[src/design/lcpef_pkg.sv]
// Shared types, constants and helpers for the Lennard-Jones pair energy/force block.
package lcpef_pkg;

    localparam int DIST_W     = 32;
    localparam int EPS_W      = 32;
    localparam int RM6_W      = 40;
    localparam int OUT_W      = 48;
    localparam int CFG_W      = 40;
    localparam int CFG_IDX_W  = 3;

    localparam int FIFO_DEPTH = 4;
    localparam int FIFO_PTR_W = $clog2(FIFO_DEPTH);
    localparam int FIFO_CNT_W = $clog2(FIFO_DEPTH + 1);

    localparam int SQRT_STEPS = 32;
    localparam int TDIV_STEPS = 64;
    localparam int FDIV_STEPS = 48;

    // Back-end stage map, counted from the register that takes the queue head
    localparam int ST_TDIV    = 3;
    localparam int ST_T       = ST_TDIV + TDIV_STEPS;
    localparam int ST_FDIV    = ST_T + 6;
    localparam int ST_LAST    = ST_FDIV + FDIV_STEPS;
    localparam int PIPE_DEPTH = ST_LAST + 1;
    localparam int LATENCY    = ST_LAST + 3;

    localparam logic [63:0]    T_ONE   = 64'h1_0000_0000;
    localparam logic [63:0]    T_TWO   = 64'h2_0000_0000;
    localparam logic [OUT_W-1:0] POS_MAX = 48'h7FFF_FFFF_FFFF;

    typedef enum logic [1:0] {
        CLS_CUT,
        CLS_ZERO,
        CLS_NORM
    } t_cls;

    typedef enum logic [CFG_IDX_W-1:0] {
        CFG_CUTOFF_SQ,
        CFG_EPS_AA,
        CFG_EPS_AB,
        CFG_EPS_BB,
        CFG_RMSIX_AA,
        CFG_RMSIX_AB,
        CFG_RMSIX_BB
    } t_cfg_idx;

    typedef struct packed {
        logic              wf;
        t_cls              cls;
        logic [EPS_W-1:0]  eps;
        logic [RM6_W-1:0]  rm6;
        logic [DIST_W-1:0] dq;
    } t_job;

    typedef struct packed {
        t_job              job;
        logic [31:0]       s;
        logic              ovf;
        logic [63:0]       mage;
        logic              nege;
        logic [63:0]       magf;
        logic              negf;
        logic [OUT_W-1:0]  energy;
        logic              esat;
    } t_item;

    typedef struct packed {
        logic full;
        logic empty;
    } t_fifo_stat;

    typedef struct packed {
        logic [OUT_W-1:0] v;
        logic             sat;
    } t_packed;

    // Clip a magnitude to the signed 48-bit range and apply the sign
    function automatic t_packed pack48(input logic [95:0] mag, input logic neg);
        t_packed          r;
        logic [95:0]      lim;
        logic [OUT_W-1:0] v;
        lim   = neg ? 96'h8000_0000_0000 : 96'h7FFF_FFFF_FFFF;
        r.sat = mag > lim;
        v     = r.sat ? lim[OUT_W-1:0] : mag[OUT_W-1:0];
        r.v   = neg ? OUT_W'(~v + 1'b1) : v;
        return r;
    endfunction

endpackage

[src/design/lcpef_fifo.sv]
// Short job queue between the front end and the arithmetic back end.
module lcpef_fifo import lcpef_pkg::*; (
    input  logic       i_clk,
    input  logic       i_rst_n,
    input  logic       i_push,
    input  t_job       i_job,
    input  logic       i_pop,
    output t_job       o_head,
    output t_fifo_stat o_stat
);

    t_job                  r_mem [FIFO_DEPTH];
    logic [FIFO_PTR_W-1:0] r_wr, r_rd;
    logic [FIFO_CNT_W-1:0] r_cnt;
    logic                  push_ok, pop_ok;

    assign o_stat.full  = r_cnt == FIFO_CNT_W'(FIFO_DEPTH);
    assign o_stat.empty = r_cnt == '0;
    assign push_ok      = i_push && !o_stat.full;
    assign pop_ok       = i_pop && !o_stat.empty;
    assign o_head       = r_mem[r_rd];

    always_ff @(posedge i_clk) begin
        if (push_ok) begin
            r_mem[r_wr] <= i_job;
        end
    end

    always_ff @(posedge i_clk) begin
        if (!i_rst_n) begin
            r_wr  <= '0;
            r_rd  <= '0;
            r_cnt <= '0;
        end else begin
            if (push_ok) begin
                r_wr <= r_wr + 1'b1;
            end
            if (pop_ok) begin
                r_rd <= r_rd + 1'b1;
            end
            case ({push_ok, pop_ok})
                2'b10:   r_cnt <= r_cnt + 1'b1;
                2'b01:   r_cnt <= r_cnt - 1'b1;
                default: r_cnt <= r_cnt;
            endcase
        end
    end

endmodule

[config.mk]
export PLATFORM = sky130hd
export DESIGN_NAME = lcpef_fifo
export DESIGN_NICKNAME = d
export VERILOG_FILES = /design/src/design/lcpef_pkg.sv /design/src/design/lcpef_fifo.sv
export SDC_FILE = /design/constraint.sdc
export NUM_CORES = 1
export LEC_CHECK = 0
export BUFFER_PORTS_ARGS = -buffer_cell sky130_fd_sc_hd__buf_2
export CAP_MARGIN = 10
export CORE_MARGIN = 3
export CORE_UTILIZATION = 35
export CTS_CLUSTER_DIAMETER = 200
export DETAILED_ROUTE_END_ITERATION = 10
export MAX_ROUTING_LAYER = met4
export PLACE_DENSITY_LB_ADDON = 0.3
export REMOVE_ABC_BUFFERS = 1
export SKIP_LAST_GASP = 1
export SYNTH_ARGS = -nofsm -noshare
export SYNTH_HDL_FRONTEND = slang
export SYNTH_SLANG_ARGS = --single-unit
[constraint.sdc]
create_clock -name i_clk -period 5.65 [get_ports i_clk]
set_clock_uncertainty 0.1 [all_clocks]
set_input_delay 1.13 -clock i_clk [delete_from_list [all_inputs] [get_ports i_clk]]
set_output_delay 1.13 -clock i_clk [all_outputs]
set_load 0.01 [all_outputs]
==> impl_results.md <==
* Vias in the first global route at 7610
* Worst EP arrival at roughly 2.6 ns
* Overall power consumption at 0.00867 W
* Port Buffers at ~220
* GRT Overall Usage at 0.137
* Clock-pin transition on the worst setup and hold timing paths at 0.06 ns
* Placed cells at approximately 1400
* Max Cap Viol at 0
* Vias at ~7000
* Peak VDD IR at ~0.29 mV
* Xor/xnor share of the synthesized area at 0.00110
* Hold Fails Final Rpt at 0
* Drt pass-1 iters at 5
* #FFs+latches synth at 437
* Layout Cells excl Fill at 1496
* Routed Antenna Nets at 0
* Cell row count at 77
* Grt ovf at 0
* Routability congestion estimate at between 0.7 and 0.8
* Post-synthesis adder-cell area fraction at 0.00519
* Root buf cell: clkbuf_16
* Hold WS at 0.386 ns
* Least-Margin Pin Slew at around 1.1 ns
* Post-CTS Setup Bufs at 0
* Synth Area in Simple Gates at 0.00708
* Status: complete, no violations
* Startpoint types: flop
* Area of the multi-input gates at approximately 2700 um^2
* Ratio of final minimum period to clock period at 0.670
* Post-Syn Instances at a little over 600
* Final setup violation count at 0
* PwrDens at 451 nW/um^2
* # hold bufs at CTS at 0
* Nets at a little under 1000
* Leading cell type in the layout, fill and taps excluded: edfxtp_1
* Comb pwr share at 0.202
* Internal at about 0.0064 W
* Largest net degree at the start of global routing at 68
* Core area at approximately 45000 um^2
* H-tree levels at 2
* CTS resizes at 0
* Clock power frac at 0.336
* Worst-Skew Late Latency at between 0.5 and 0.6 ns
* Layout cell share with drive strength beyond 1 at 0.448
* HPWL after DPL at approximately 18000 um
* First-pass GRT wire length at between 40000 and 50000 um
* Hold WC Path Type: reg -> reg
* Maximum clock insertion buffer count at 3
* YS warnings at 0
* Sw Pwr at between 0.002 and 0.0025 W
* Crit end category: output port
* Initial Utilization at 0.357
* Relative slew slack at 0.253
* Cell area after synthesis at between 15000 and 20000 um^2
* Sequential fraction of the synthesis area at 0.820
* Distinct cells, synth at 22
* Num ports at 220
* Main combinational cell family by area after synthesis: multiplexers
* Fmax at roughly 260 MHz
* Die Wd at roughly 220 um
* TritonCTS clock tree: done
* CP Max Fanout at between 60 and 70
* Routed wire per std cell at about 21 um
* Register area at ~13000 um^2
* Synth Area in Compound Gates at 0.00252
* Post-Layout Inst Area at around 19000 um^2
* Highest-count cells in the layout ignoring fill and taps: 428 x edfxtp_1, 219 x buf_2, 107 x mux4_2, 47 x clkbuf_16, 15 x clkinv_1
* Clock sink count at around 440
* Sw Ratio at 0.258
* Fin crit period at 3.79 ns
* Worst Path Required at around 4.4 ns
* Area growth syn-to-layout at 20.8%
* Total wire length at approximately 31000 um
* Die Area at 48000 um^2
* Critical path class: reg -> out
* # DRC at 0
* Die Ht at 219 um
* Mux cell area share after synthesis at 0.153
* Post-route core utilization at 0.432
* Vias per inst at around 4.7
* Final Max Slew Viols at 0
* Avg Cell Area, Syn at 25.9 um^2
* RSZ-0062 raised after global routing: no
* Antenna violations before repair at 7
* Total CTS buffers at between 40 and 50
* Fillers at approximately 3900
* Initial DRC count at 556
* Cell Area, Placed at between 15000 and 20000 um^2
* Part of the power in registers at 0.462
* P_leak at about 6.3 nW
-- registers in the layout, summed over array words and instances, names as in the netlist, named ones only --
name,flops
r_cnt,3
r_mem,428
r_rd,2
r_wr,2
-- path summary, 6_finish.rpt --
| path | startpoint | end | slack, ns | depth (start not counted) |
|---|---|---|---|---|
| setup reg to reg | r_cnt[2] | r_mem[3][59] | 2.91 | 4 |
| setup / recovery | flop | o_head[29] | 1.86 | 3 |
| hold reg to reg | r_rd[0] | flop | 0.39 | 2 |
| hold / removal | r_rd[0] | flop | 0.39 | 2 |
-- critical path: stages, from the launching register on --
cell and delay (ns):
dfxtp_4 1.04, buf_12 0.37, mux4_2 0.38, buf_2 0.16
-- layer usage --
| metal | up-vias | wire [um] | global-route usage |
|---|---|---|---|
| met1 | 3671 | 13600 | 0.183 |
| li1 | 3153 | - | - |
| met4 | 0 | 845 | 0.0527 |
| met5 | - | 0 | - |
| met2 | 207 | 14700 | 0.199 |
| met3 | 54 | 2260 | 0.0404 |
-- power by group through the flow --
| stage | Clock [W] | Sequential, W | Combinational (W) |
|---|---|---|---|
| 6_report | 0.00291 | 0.00400 | 0.00175 |
| 5_1_grt | 0.00317 | 0.00403 | 0.00191 |
| 4_1_cts | 0.00302 | 0.00401 | 0.00182 |
| 3_5_place_dp | 0 | 0.00408 | 0.00181 |
| 3_3_place_gp | 0 | 0.00407 | 0.00181 |
| 2_1_floorplan | 0 | 0.00421 | 0.00103 |
-- cell usage after synthesis (all sizes together) --
cell type | count | area (um^2)
clkbuf | 9 | 33.8
inv | 6 | 22.5
a21boi | 2 | 15.0
buf | 17 | 131
nor2b | 2 | 12.5
mux4 | 107 | 2410
or4bb | 1 | 11.3
and2 | 6 | 37.5
or3 | 2 | 12.5
o21ai | 5 | 25.0
ha | 5 | 62.6
nor3b | 1 | 7.51
dfxtp | 9 | 180
mux2i | 2 | 20.0
nand2 | 7 | 26.3
fa | 1 | 20.0
edfxtp | 428 | 12900
xnor2 | 1 | 8.76
nor3 | 1 | 5.00
xor2 | 1 | 8.76
-- kinds of logic (layout without fill, tap and decap cells) --
family | Yosys count | after routing
adders and majority gates | 6 | 6
other | 0 | 6
buffers and inverters | 32 | 317
AOI/OAI and AO/OA | 7 | 7
DFF | 437 | 437
muxes | 109 | 109
xor gates and xnor gates | 2 | 2
and+or+nand+nor | 20 | 20
-- metrics by stage --
step / TNS (ns) / setup slack [ns]
finish: 0 / 1.86
global route: 0 / 1.66
CTS: 0 / 1.71
detailed placement: 0 / 2.07
global placement: 0 / 2.12
floorplan: -76.54 / -0.715
-- cell type report --
cell class | count | area share
tap | 592 | 0.0385
clock buffer | 54 | 0.0626
clock inverter | 31 | 0.0138
timing repair buffer | 226 | 0.0643
antenna | 6 | 0.000781
inverter | 6 | 0.00117
multi-input combinational | 144 | 0.140
sequential | 437 | 0.679
(Power assumes the default switching activity.)
