===== src/design/lcpef_pkg.sv =====
// Shared types, constants and helpers for the Lennard-Jones pair energy/force block.
package lcpef_pkg;

    localparam int DIST_W     = 32;
    localparam int EPS_W      = 32;
    localparam int RM6_W      = 40;
    localparam int OUT_W      = 48;
    localparam int CFG_W      = 40;
    localparam int CFG_IDX_W  = 3;

    localparam int FIFO_DEPTH = 4;
    localparam int FIFO_PTR_W = $clog2(FIFO_DEPTH);
    localparam int FIFO_CNT_W = $clog2(FIFO_DEPTH + 1);

    localparam int SQRT_STEPS = 32;
    localparam int TDIV_STEPS = 64;
    localparam int FDIV_STEPS = 48;

    // Back-end stage map, counted from the register that takes the queue head
    localparam int ST_TDIV    = 3;
    localparam int ST_T       = ST_TDIV + TDIV_STEPS;
    localparam int ST_FDIV    = ST_T + 6;
    localparam int ST_LAST    = ST_FDIV + FDIV_STEPS;
    localparam int PIPE_DEPTH = ST_LAST + 1;
    localparam int LATENCY    = ST_LAST + 3;

    localparam logic [63:0]    T_ONE   = 64'h1_0000_0000;
    localparam logic [63:0]    T_TWO   = 64'h2_0000_0000;
    localparam logic [OUT_W-1:0] POS_MAX = 48'h7FFF_FFFF_FFFF;

    typedef enum logic [1:0] {
        CLS_CUT,
        CLS_ZERO,
        CLS_NORM
    } t_cls;

    typedef enum logic [CFG_IDX_W-1:0] {
        CFG_CUTOFF_SQ,
        CFG_EPS_AA,
        CFG_EPS_AB,
        CFG_EPS_BB,
        CFG_RMSIX_AA,
        CFG_RMSIX_AB,
        CFG_RMSIX_BB
    } t_cfg_idx;

    typedef struct packed {
        logic              wf;
        t_cls              cls;
        logic [EPS_W-1:0]  eps;
        logic [RM6_W-1:0]  rm6;
        logic [DIST_W-1:0] dq;
    } t_job;

    typedef struct packed {
        t_job              job;
        logic [31:0]       s;
        logic              ovf;
        logic [63:0]       mage;
        logic              nege;
        logic [63:0]       magf;
        logic              negf;
        logic [OUT_W-1:0]  energy;
        logic              esat;
    } t_item;

    typedef struct packed {
        logic full;
        logic empty;
    } t_fifo_stat;

    typedef struct packed {
        logic [OUT_W-1:0] v;
        logic             sat;
    } t_packed;

    // Clip a magnitude to the signed 48-bit range and apply the sign
    function automatic t_packed pack48(input logic [95:0] mag, input logic neg);
        t_packed          r;
        logic [95:0]      lim;
        logic [OUT_W-1:0] v;
        lim   = neg ? 96'h8000_0000_0000 : 96'h7FFF_FFFF_FFFF;
        r.sat = mag > lim;
        v     = r.sat ? lim[OUT_W-1:0] : mag[OUT_W-1:0];
        r.v   = neg ? OUT_W'(~v + 1'b1) : v;
        return r;
    endfunction

endpackage


===== src/design/lcpef_front.sv =====
// Front end: parameter registers, pair selection and cutoff/zero classification.
module lcpef_front import lcpef_pkg::*; (
    input  logic                 i_clk,
    input  logic                 i_rst_n,
    input  logic                 i_cfg_we,
    input  logic [CFG_IDX_W-1:0] i_cfg_idx,
    input  logic [CFG_W-1:0]     i_cfg_data,
    input  logic                 i_first_type,
    input  logic                 i_second_type,
    input  logic [DIST_W-1:0]    i_dist_sq,
    input  logic                 i_want_force,
    output t_job                 o_job
);

    logic [DIST_W-1:0] r_cutoff_sq;
    logic [EPS_W-1:0]  r_eps_aa, r_eps_ab, r_eps_bb;
    logic [RM6_W-1:0]  r_rmsix_aa, r_rmsix_ab, r_rmsix_bb;
    logic [1:0]        pair;

    always_ff @(posedge i_clk) begin
        if (!i_rst_n) begin
            r_cutoff_sq <= '1;
            r_eps_aa    <= 32'd65536;
            r_eps_ab    <= 32'd65536;
            r_eps_bb    <= 32'd65536;
            r_rmsix_aa  <= 40'd65536;
            r_rmsix_ab  <= 40'd65536;
            r_rmsix_bb  <= 40'd65536;
        end else if (i_cfg_we) begin
            unique case (t_cfg_idx'(i_cfg_idx))
                CFG_CUTOFF_SQ: r_cutoff_sq <= i_cfg_data[DIST_W-1:0];
                CFG_EPS_AA:    r_eps_aa    <= i_cfg_data[EPS_W-1:0];
                CFG_EPS_AB:    r_eps_ab    <= i_cfg_data[EPS_W-1:0];
                CFG_EPS_BB:    r_eps_bb    <= i_cfg_data[EPS_W-1:0];
                CFG_RMSIX_AA:  r_rmsix_aa  <= i_cfg_data[RM6_W-1:0];
                CFG_RMSIX_AB:  r_rmsix_ab  <= i_cfg_data[RM6_W-1:0];
                CFG_RMSIX_BB:  r_rmsix_bb  <= i_cfg_data[RM6_W-1:0];
                default: ;
            endcase
        end
    end

    assign pair = {1'b0, i_first_type} + {1'b0, i_second_type};

    always_comb begin
        o_job.wf = i_want_force;
        o_job.dq = i_dist_sq;
        case (pair)
            2'd0: begin
                o_job.eps = r_eps_aa;
                o_job.rm6 = r_rmsix_aa;
            end
            2'd1: begin
                o_job.eps = r_eps_ab;
                o_job.rm6 = r_rmsix_ab;
            end
            default: begin
                o_job.eps = r_eps_bb;
                o_job.rm6 = r_rmsix_bb;
            end
        endcase
        // beyond cutoff wins over zero distance
        if (i_dist_sq > r_cutoff_sq) begin
            o_job.cls = CLS_CUT;
        end else if (i_dist_sq == '0) begin
            o_job.cls = CLS_ZERO;
        end else begin
            o_job.cls = CLS_NORM;
        end
    end

endmodule


===== config.mk =====
export PLATFORM = sky130hd
export DESIGN_NAME = lcpef_front
export DESIGN_NICKNAME = d
export VERILOG_FILES = /design/src/design/lcpef_pkg.sv /design/src/design/lcpef_front.sv
export SDC_FILE = /design/constraint.sdc
export NUM_CORES = 1
export LEC_CHECK = 0
export ABC_CLOCK_PERIOD_IN_PS = 3600
export BUFFER_PORTS_ARGS = -buffer_cell sky130_fd_sc_hd__buf_2
export CORE_MARGIN = 4
export CORE_UTILIZATION = 60
export DETAILED_ROUTE_END_ITERATION = 10
export MAX_ROUTING_LAYER = met4
export PLACE_DENSITY = 0.84
export SLEW_MARGIN = 0
export SYNTH_ARGS = -nofsm -noshare
export SYNTH_HDL_FRONTEND = slang
export SYNTH_SLANG_ARGS = --single-unit

===== constraint.sdc =====
create_clock -name i_clk -period 3.6 [get_ports i_clk]
set_input_delay 0.36 -clock i_clk [delete_from_list [all_inputs] [get_ports i_clk]]
set_output_delay 0.36 -clock i_clk [all_outputs]
set_load 0.01 [all_outputs]

==> results of run 1 <==
==> critical path: stages, from the launching register on <==
cell and delay, ps:
dfxtp_1 310, inv_1 50, ha_1 300, nand4_1 160
or4_1 620, o21ai_0 180, o22ai_1 110, a211oi_1 240
buf_2 170
==> layer usage <==
metal  part of all wire  vias to the layer above  wire [um]
li1                   -                     5107          -
met1               0.41                     5007      12730
met2               0.49                      383      15340
met3              0.068                       75       2123
met4              0.032                        0        986
met5                  0                        -          0
==> report_power, final <==
group	switching [mW]	internal, mW
Sequential	0.0286	2.81
Combinational	0.360	0.191
Clock	1.06	1.67
==> path summary, 6_finish.rpt <==
kind | startpoint | to | slack (ps) | depth (start not counted)
max reg2reg | r_rmsix_ab[11] | r_rmsix_ab[11] | 2870 | 2
min reg2reg | r_rmsix_bb[37] | r_rmsix_bb[37] | 450 | 2
max | r_cutoff_sq[13] | o_job[104] | 580 | 8
min | i_cfg_data[38] | r_rmsix_bb[38] | 100 | 3
==> state kept, by name (all words and copies together), names as in the netlist <==
register     count
r_rmsix_bb      40
r_eps_bb        32
r_rmsix_ab      40
r_eps_aa        32
r_rmsix_aa      40
r_eps_ab        32
r_cutoff_sq     32
==> layout make-up <==
type | instances | area share
timing repair buffer | 203 | 0.08590
antenna | 2 | 0.0003805
sequential | 248 | 0.3775
inverter | 37 | 0.01056
tap | 234 | 0.02226
multi-input combinational | 1051 | 0.4376
clock inverter | 8 | 0.01104
clock buffer | 37 | 0.05479
==> cells in the mapped netlist (3+ instances only) <==
master,n,area [um^2]
inv_1,37,138.9
o21ai_0,77,385.4
a21oi_1,15,75.07
o211ai_1,33,247.7
a21boi_1,23,172.7
nand3_1,11,55.05
nor2_1,8,30.03
clkbuf_1,108,405.4
nor3_1,3,15.01
buf_4,33,247.7
nand2_1,547,2053
nand2b_1,3,18.77
buf_2,3,15.01
a22oi_1,72,540.5
nand4_1,9,56.30
ha_1,34,425.4
a21boi_0,188,1411
nor2b_1,3,18.77
nor4_1,8,50.05
dfxtp_1,248,4965
==> through the flow <==
| step | std cells | worst slack (ps) | util |
|---|---|---|---|
| 3_5_place_dp | 1773 | 984.3 | 0.6544 |
| 6_report | 1820 | 577.0 | 0.7008 |
| 5_1_grt | 1819 | 408.5 | 0.7007 |
| 3_3_place_gp | 1773 | 1048 | 0.6544 |
| 2_1_floorplan | 1480 | 1260 | - |
| 4_1_cts | 1818 | 584.9 | 0.7005 |
==> cells by family after synthesis <==
kind of cell | count (synthesis) | synth area share
AO/OA/AOI/OAI | 416 | 0.2529
flip-flops | 248 | 0.4329
adder cells (fa/ha/maj) | 34 | 0.03709
buffers and inverters | 181 | 0.07036
AND/OR/NAND/NOR | 601 | 0.2068
==> summary.txt, run 1 <==
GRT
  – GRT busiest layer: met2
  – Met1 GRT Util: 0.3528
  – Gr ovfl total: 0
  – M2 GR Usage: 0.4948
  – First-pass GRT wire length: ~51000 um
  – Initial antenna violation count: 1
  – Largest net degree at the start of global routing: between 150 and 200
  – M3 GR Usage: 0.04314
  – Number of global-route vias before repair: roughly 10000
  – GRT Total Usage: 0.2895

Cells and area
  – Fillers: between 1500 and 2000
  – Fin nets: between 1500 and 2000
  – Multi-input logic area: between 5000 and 6000 um^2
  – Leading cell type in the layout, fill and taps excluded: nand2_1
  – Reg area: 4965 um^2
  – Commonest non-fill, non-tap cells in the layout: nand2_1, dfxtp_1, a21boi_0
  – Share of cells above drive strength 1: 0.1622
  – Area Overhead vs Synth: 14.67%
  – Design area: between 10000 and 15000 um^2

Placed design
  – Post-DP HPWL: around 20000 um
  – Dpl cell area: 12280 um^2
  – Final GP Congestion: between 0.8 and 0.9
  – Count of input and output buffers: 185

Setup path
  – Worst path required time: between 3000 and 4000 ps
  – Max Fanout on Critical Path: 3
  – Setup Crit Path Kind: flop to output port
  – CP Launch Type: flop
  – Critical path data arrival time: 2660 ps
  – CP endpoint kind: output port

Run status
  – Status: completed

Floorplan
  – Row count: 50
  – Die ar.: approximately 21000 um^2
  – Num ports: approximately 190
  – Core area: approximately 19000 um^2
  – Width of the die: approximately 150 um
  – Die outline height: 146.3 um
  – Starting Density: 0.6111

Yosys
  – Async set-or-reset flop fraction in the synthesized netlist: 0
  – Syn Nets: around 1600
  – Synth Instances: 1480
  – Synth cell types: 35
  – Sequential share of the synthesized area: 0.4329
  – #FFs+latches synth: 248
  – Prevailing post-synth register cell: dfxtp_1
  – Ys Warns: 0
  – Syn_area_per_cell: 7.750 um^2
  – Post-synth EDFFs: 0
  – Post-Syn Area: between 10000 and 15000 um^2

Detailed routing
  – Iteration-0 DRC count of the detailed router: 874
  – Drt drc: 0
  – DR vias/cell: about 5.8
  – First-pass DRT Iterations: 6
  – Post-DRT Antenna Nets: 0
  – Vias: 10570
  – Wire per inst: between 15 and 20 um
  – Routed WL: 31180 um

Clock tree
  – Post-cts sizing count: 0
  – H-tree level count: 1
  – Root Driver: clkbuf_16
  – Post-CTS Setup Inserts: 0
  – Cts hold-fix bufs: 0
  – Total CTS buffers: 25
  – TritonCTS clock tree: done
  – CTS Sinks: 248
  – CTS Buffer Depth: 3
  – Worst-Skew Late Latency: around 500 ps
  – CTS clk-pin slew, worst paths: 70 ps

Power
  – Power Total: around 6 mW
  – Leak: just over 5 nW
  – PD cells: between 400 and 500 nW/um^2
  – Worst VDD drop: roughly 0.4 mV

Timing
  – Final Critical Period: between 3000 and 4000 ps
  – RSZ-0062 raised after global routing: false
  – Clock Skew: 0 ps
  – Hold Vio Cnt, Final: 0
  – Setup violations, final: 0
  – Final slew viol count: 0
  – Setup TNS: 0 ps
  – Period utilisation layout: 0.8397
  – Worst hold slack: 102.2 ps
  – Rel. slew slack: 0.2062
  – Worst slew pin tran: roughly 1200 ps
  – Fmax achieved: 330.8 MHz

Worst hold path
  – Hold Crit Class: input pin to flop

Job
  – Max-Cap Viols: 0
Note: power is estimated with default switching activity, not from simulation.
==> inputs of run 2 (changes only) <==
Settings changed: ABC_AREA from default to 1, ABC_CLOCK_PERIOD_IN_PS 3600 to 3100, CORE_UTILIZATION 60 to 57, PLACE_DENSITY 0.84 to 0.81.
Clock period 3.6 ns to 3.1 ns, I/O delays scaled along.
==> run 2 against run 1 <==
- register-to-register slack got worse by 500 ps
- synthesized cell count increased by 5.3%
- routed wire length increased by 2.6%
- combinational power rose by 45%
- final cell count grew 6.2%
- via count increased by 2.3%
- first-iteration DRC count increased by 15%
- die area rose by 3.0%
- clock skew stayed put
==> summary.txt, run 2 <==
Yosys
  – Post-Syn Area: 11240 um^2 (-2.0%)
  – Syn_area_per_cell: 7.209 um^2 (-7.0%)
  – Ys Warns: 0 (unchanged)
  – Post-synth top cells: nor2_1, dfxtp_1, o21ai_0
  – Synth cell types: 29 (-17%)
  – Post-synth EDFFs: 0 (unchanged)
  – Synth Instances: 1559 (+5.3%)
  – Synth Area in Adders: 0.03785 (+0.0007597)
  – #FFs+latches synth: 248 (unchanged)
  – Synth top area share: 0.4417 (+0.008866)
  – Most common cell in the synthesized netlist: nor2_1
  – Multiplexer area fraction after synthesis: 0 (unchanged)
  – Simple-Gate Fraction of Synth Area: 0.2128 (+0.006018)
  – Async set-or-reset flop fraction in the synthesized netlist: 0 (unchanged)
  – Synth area leaders: dfxtp_1, nor2_1, o21ai_0
  – Biggest area consumer among synthesized cells: dfxtp_1
  – Syn Nets: 1674 (+5.0%)
  – Xor/xnor share of the synthesized area: 0 (unchanged)
  – Post-synthesis compound-gate area fraction: 0.2091 (-0.04380)
  – Largest family of logic cells by synthesized area: simple AND/OR/NAND/NOR gates
  – Prevailing post-synth register cell: dfxtp_1
  – Sequential share of the synthesized area: 0.4417 (+0.008866)

GRT
  – Initial antenna violation count: 0 (-1)
  – Number of global-route vias before repair: 10230 (-0.029%)
  – GRT Total Usage: 0.2896 (about the same)
  – Largest net degree at the start of global routing: 116 (-25%)
  – First-pass GRT wire length: 51230 um (+1.1%)
  – Gr ovfl total: 0 (unchanged)

Floorplan
  – Core area: 19400 um^2 (+3.4%)
  – Die ar.: 22030 um^2 (+3.0%)
  – Width of the die: 148.4 um (+1.5%)
  – Starting Density: 0.5794 (-0.03173)
  – Die outline height: 148.4 um (+1.5%)
  – Row count: 51 (+2.0%)
  – Num ports: 188 (unchanged)

Timing
  – Setup TNS: 0 ps (unchanged)
  – RSZ-0062 raised after global routing: false
  – Fmax achieved: roughly 400 MHz
  – Final Critical Period: around 2500 ps
  – Post-route setup slack: 600.9 ps (+23.90 ps)
  – Rel. slew slack: 0.2209 (+0.01466)
  – Final slew viol count: 0 (unchanged)
  – Hold Vio Cnt, Final: 0 (unchanged)
  – Clock Skew: 0 ps (unchanged)
  – Setup violations, final: 0 (unchanged)
  – Worst slew pin tran: 1167 ps (-20.87 ps)
  – Period utilisation layout: 0.8062

Cells and area
  – Commonest non-fill, non-tap cells in the layout: nor2_1, dfxtp_1, buf_2
  – Post-route core utilization: 0.6550 (-0.04581)
  – Fin nets: 1765 (+5.0%)
  – Finished Layout Cells: 1933 (+6.2%)
  – Largest regs: r_rmsix_aa x40, r_rmsix_ab x40, r_rmsix_bb x40
  – Leading cell type in the layout, fill and taps excluded: nor2_1
  – Antenna cell count: 0 (-2)
  – Area Overhead vs Synth: 13.05%
  – Share of cells above drive strength 1: 0.1571 (-0.005173)

Power
  – PD cells: 550.3 nW/um^2 (+18%)
  – Switching Fraction: 0.2567 (+0.02045)
  – Sequential power share: 0.479 (+0.015)
  – Leak: 6.046 nW (+19%)
  – Logic gate share of total power: 0.114 (+0.024)
  – Clock power share: 0.407 (-0.039)
  – Worst VDD drop: 0.4016 mV (+0.74%)
  – Int Power: 5.197 mW (+11%)
  – Reported net switching power: 1.795 mW (+24%)

Clock tree
  – Total CTS buffers: 25 (unchanged)
  – Root Driver: clkbuf_16
  – TritonCTS clock tree: done
  – CTS clk-pin slew, worst paths: 60 ps (about the same)
  – Post-CTS Setup Inserts: 0 (unchanged)
  – CTS Buffer Depth: 3 (unchanged)
  – H-tree level count: 1 (unchanged)
  – Cts hold-fix bufs: 0 (unchanged)
  – CTS Sinks: 248 (unchanged)
  – Post-cts sizing count: 0 (unchanged)
  – Worst-Skew Late Latency: 500 ps (about the same)

Placed design
  – Pre-CTS WS: 933.5 ps (-50.79 ps)
  – Count of input and output buffers: 185 (unchanged)
  – Final GP Congestion: 0.8112 (-8.9%)
  – Post-DP HPWL: 19830 um (+0.63%)
  – Placed Cells: 1888 (+6.5%)

Setup path
  – CP Launch Type: flop
  – Worst path required time: 2790 ps (-450 ps)
  – Flop2flop setup slack: 2370 ps (-500 ps)
  – CP endpoint kind: output port
  – Critical path data arrival time: 2190 ps (-470 ps)
  – Max Fanout on Critical Path: 2 (-1)
  – Setup Crit Path Kind: flop to output port

Job
  – Max-Cap Viols: 0 (unchanged)

Detailed routing
  – DR vias/cell: 5.592 (-3.7%)
  – Post-DRT Antenna Nets: 0 (unchanged)
  – Routed WL: 31990 um (+2.6%)
  – Vias: 10810 (+2.3%)
  – Iteration-0 DRC count of the detailed router: 1003 (+15%)
  – Drt drc: 0 (unchanged)
  – Wire per inst: 16.55 um (-3.4%)
  – First-pass DRT Iterations: 7 (+1)

Run status
  – Status: completed

Worst hold path
  – Hold Crit Class: input pin to flop
## run 2: power groups by stage
stage	combinational (mW)	clock, mW	sequential, mW
finish	0.799	2.84	3.35
global route	0.888	3.01	3.36
CTS	0.796	2.86	3.35
detailed placement	0.791	0	3.41
global placement	0.775	0	3.41
floorplan	0.493	0	3.40
## run 2: cell families (layout without fill, tap and decap cells)
kind of cell	Yosys count	in the layout
buf+inv	228	337
fa+ha+maj	34	34
flops	248	248
simple gates	613	613
compound gates	436	436
## run 2: path summary, 6_finish.rpt
kind / cells after the start / end / start
setup / recovery: 9 / o_job[104] / r_cutoff_sq[31]
hold / removal: 3 / r_rmsix_ab[36] / i_cfg_data[36]
setup reg to reg: 2 / r_rmsix_ab[8] / r_rmsix_ab[8]
hold reg to reg: 2 / r_eps_bb[31] / r_eps_bb[31]
## run 2: per-layer routing
layer / GRT usage / vias to the layer above / part of all wire
met5: - / - / 0
met1: 0.3869 / 5033 / 0.42
li1: - / 5238 / -
met2: 0.4669 / 485 / 0.47
met4: 0.08037 / 0 / 0.020
met3: 0.03717 / 54 / 0.087
## run 2: area by class of cell
| cell class | instances | area (um^2) |
|---|---|---|
| clock buffer | 40 | 742.0 |
| clock inverter | 5 | 27.53 |
| fill | 1742 | 6693 |
| inverter | 88 | 332.8 |
| multi-input combinational | 1083 | 5182 |
| sequential | 248 | 4965 |
| tap | 265 | 331.6 |
| timing repair buffer | 204 | 1125 |
## run 2: per-stage QoR
step / total power [mW] / hold WS (ps) / instance area [um^2]
floorplan: 3.895 / 428.2 / 11240
global placement: 4.187 / 438.4 / 11940
detailed placement: 4.206 / 446.5 / 11940
CTS: 7.004 / 57.70 / 12710
global route: 7.256 / 70.10 / 12710
finish: 6.992 / 60.80 / 12710
## run 2: critical path, cell delays in order, from the launching register on
cell	delay [ps]
dfxtp_1	310
inv_1	70
ha_1	290
a21oi_1	150
o21a_1	150
nand2_1	100
a21oi_1	230
nand2_1	110
a21oi_1	130
buf_2	150
==> inputs of run 3 (changes only) <==
Settings changed: ABC_CLOCK_PERIOD_IN_PS 3100 to 2600.
Clock period 3.1 ns to 2.6 ns, I/O delays scaled along.
==> run 3 against run 2 <==
- worst setup slack got worse by 360 ps
- non-clock buffer count increased by 12
- critical endpoint unchanged
- final cell count increased by 0.57%
- first-iteration DRC count decreased by 3.8%
- total power increased by 19%
- global-route usage decreased by 0.71 points
- count of clock-buffer cells in the layout increased by 1
- critical path type unchanged
==> summary.txt, run 3 (synthesis gave the netlist of run 2 again) <==
Run status
  – Status: completed

Detailed routing
  – Vias: 10660 (-1.4%)
  – Top Metal Used: met4
  – Routed length on met2: 14610 um (-2.8%)
  – Routed WL: 31270 um (-2.3%)
  – M1 wire length: 13880 um (+2.5%)
  – WL met3: 2299 um (-17%)
  – First-pass DRT Iterations: 7 (unchanged)
  – Drt drc: 0 (unchanged)
  – DR vias/cell: 5.482 (-2.0%)
  – Post-DRT Antenna Nets: 0 (unchanged)
  – Wire per inst: 16.08 um (-2.8%)
  – Iteration-0 DRC count of the detailed router: 965 (-3.8%)

Setup path
  – CP endpoint kind: output port
  – Worst path required time: 2340 ps (-450 ps)
  – RR Startpoint: r_rmsix_aa[39]
  – CP Launch Type: flop
  – CP Launch Point: r_cutoff_sq[19]
  – R2R depth: 2 (unchanged)
  – Critical path data arrival time: 2100 ps (-90 ps)
  – Setup Crit Path Kind: flop to output port
  – Max Fanout on Critical Path: 2 (unchanged)

Timing
  – Worst slew pin tran: 1231 ps (+64.50 ps)
  – Period utilisation layout: 0.9070
  – Hold Vio Cnt, Final: 0 (unchanged)
  – Setup TNS: 0 ps (unchanged)
  – RSZ-0062 raised after global routing: false
  – Setup violations, final: 0 (unchanged)
  – Final Critical Period: 2358 ps
  – Final slew viol count: 0 (unchanged)
  – Rel. slew slack: 0.1781 (-0.04277)
  – Clock Skew: 0 ps (unchanged)
  – Fmax achieved: between 400 and 500 MHz

Clock tree
  – CTS clk-pin slew, worst paths: 60 ps (about the same)
  – Worst-Skew Late Latency: 510 ps (about the same)
  – H-tree level count: 1 (unchanged)
  – TritonCTS clock tree: done
  – CTS Sinks: 248 (unchanged)
  – CTS Buffer Depth: 3 (unchanged)
  – Post-CTS Setup Inserts: 0 (unchanged)
  – Total CTS buffers: 25 (unchanged)
  – Root Driver: clkbuf_16

GRT
  – Number of global-route vias before repair: 9913 (-3.1%)
  – First-pass GRT wire length: 50080 um (-2.2%)
  – GRT Total Usage: 0.2825 (-0.007140)
  – Largest net degree at the start of global routing: 94 (-19%)
  – Gr ovfl total: 0 (unchanged)
  – Initial antenna violation count: 0 (unchanged)

Floorplan
  – Width of the die: 148.4 um (unchanged)
  – Starting Density: 0.5794 (unchanged)
  – Row count: 51 (unchanged)
  – Core area: 19400 um^2 (unchanged)
  – Num ports: 188 (unchanged)
  – Die outline height: 148.4 um (unchanged)
  – Die ar.: 22030 um^2 (unchanged)

Worst hold path
  – Hold wc startpoint: i_cfg_data[36]
  – Hold Crit Class: input pin to flop
  – Worst Hold Depth: 3 (unchanged)

Cells and area
  – Share of cells above drive strength 1: 0.1590 (+0.001949)
  – Area Overhead vs Synth: 13.84%
  – Commonest non-fill, non-tap cells in the layout: nor2_1, dfxtp_1, buf_2
  – Antenna cell count: 0 (unchanged)
  – Largest regs: r_rmsix_aa x40, r_rmsix_ab x40, r_rmsix_bb x40
  – Leading cell type in the layout, fill and taps excluded: nor2_1
  – Fin nets: 1777 (+0.68%)

Placed design
  – Final GP Congestion: 0.8109 (about the same)
  – Count of input and output buffers: 185 (unchanged)
  – Post-DP HPWL: 19860 um (+0.15%)

Job
  – Max-Cap Viols: 0 (unchanged)

Power
  – Leak: 6.087 nW (+0.69%)
  – Worst VDD drop: 0.4732 mV (+18%)
  – Power Total: 8.292 mW (+19%)
  – PD cells: 648.1 nW/um^2 (+18%)
run 3: changes by cell type in the layout (fill, tap and decap cells not counted), moves of 2 or more:
cell	before	now
buf_4	15	21
dlygate4sd3_1	0	6
clkbuf_1	9	12
clkbuf_8	6	4
clkinv_2	4	2
run 3: metal layers:
layer / global-route usage / vias up
li1: - / 5255
met1: 0.3852 / 4958
met2: 0.4501 / 400
met3: 0.03443 / 44
met4: 0.07298 / 0
met5: - / -
run 3: layout make-up:
cell class                 count  area, um^2
clock buffer                  41       725.7
clock inverter                 3       18.77
fill                        1687        6604
inverter                      88       332.8
multi-input combinational   1083        5191
sequential                   248        4965
tap                          265       331.6
timing repair buffer         216        1230
run 3: report_power, final:
part | total, mW | switching, mW | internal, mW
registers | 3.99 | 0.0577 | 3.93
clock network | 3.34 | 1.45 | 1.89
logic | 0.960 | 0.634 | 0.326
run 3: path summary, 6_finish.rpt:
kind | slack [ps] | end
max | 240 | o_job[104]
min reg2reg | 450 | r_eps_bb[28]
min | 20 | r_rmsix_bb[36]
max reg2reg | 1860 | r_rmsix_aa[39]
run 3: stage by stage:
stage / setup WS (ps) / cells / cell area, um^2 / utilization / hold slack [ps]
detailed placement: 704.4 / 1894 / 11980 / 0.6176 / 443.5
global placement: 720.1 / 1894 / 11980 / 0.6176 / 436.3
CTS: 193.8 / 1944 / 12790 / 0.6591 / 2.912
floorplan: 1032 / 1559 / 11240 / - / 386.1
global route: 27.52 / 1944 / 12790 / 0.6596 / 51.62
finish: 241.9 / 1944 / 12790 / 0.6596 / 22.80
run 3: what timing repair did:
action                                  CTS  global route
hold buffers                              6             0
endpoints found under the setup margin    0             2
gates resized for setup                   0             3
endpoints found under the hold margin    11             0
run 3: critical path, cell delays in order (launching register included):
cell and delay, ps:
dfxtp_1 310, inv_1 60, ha_1 280, a21oi_1 160, nand2_1 70, nand2_1 60
nand3_1 90, a21oi_2 180, nand2_1 90, a21oi_1 120, buf_2 140
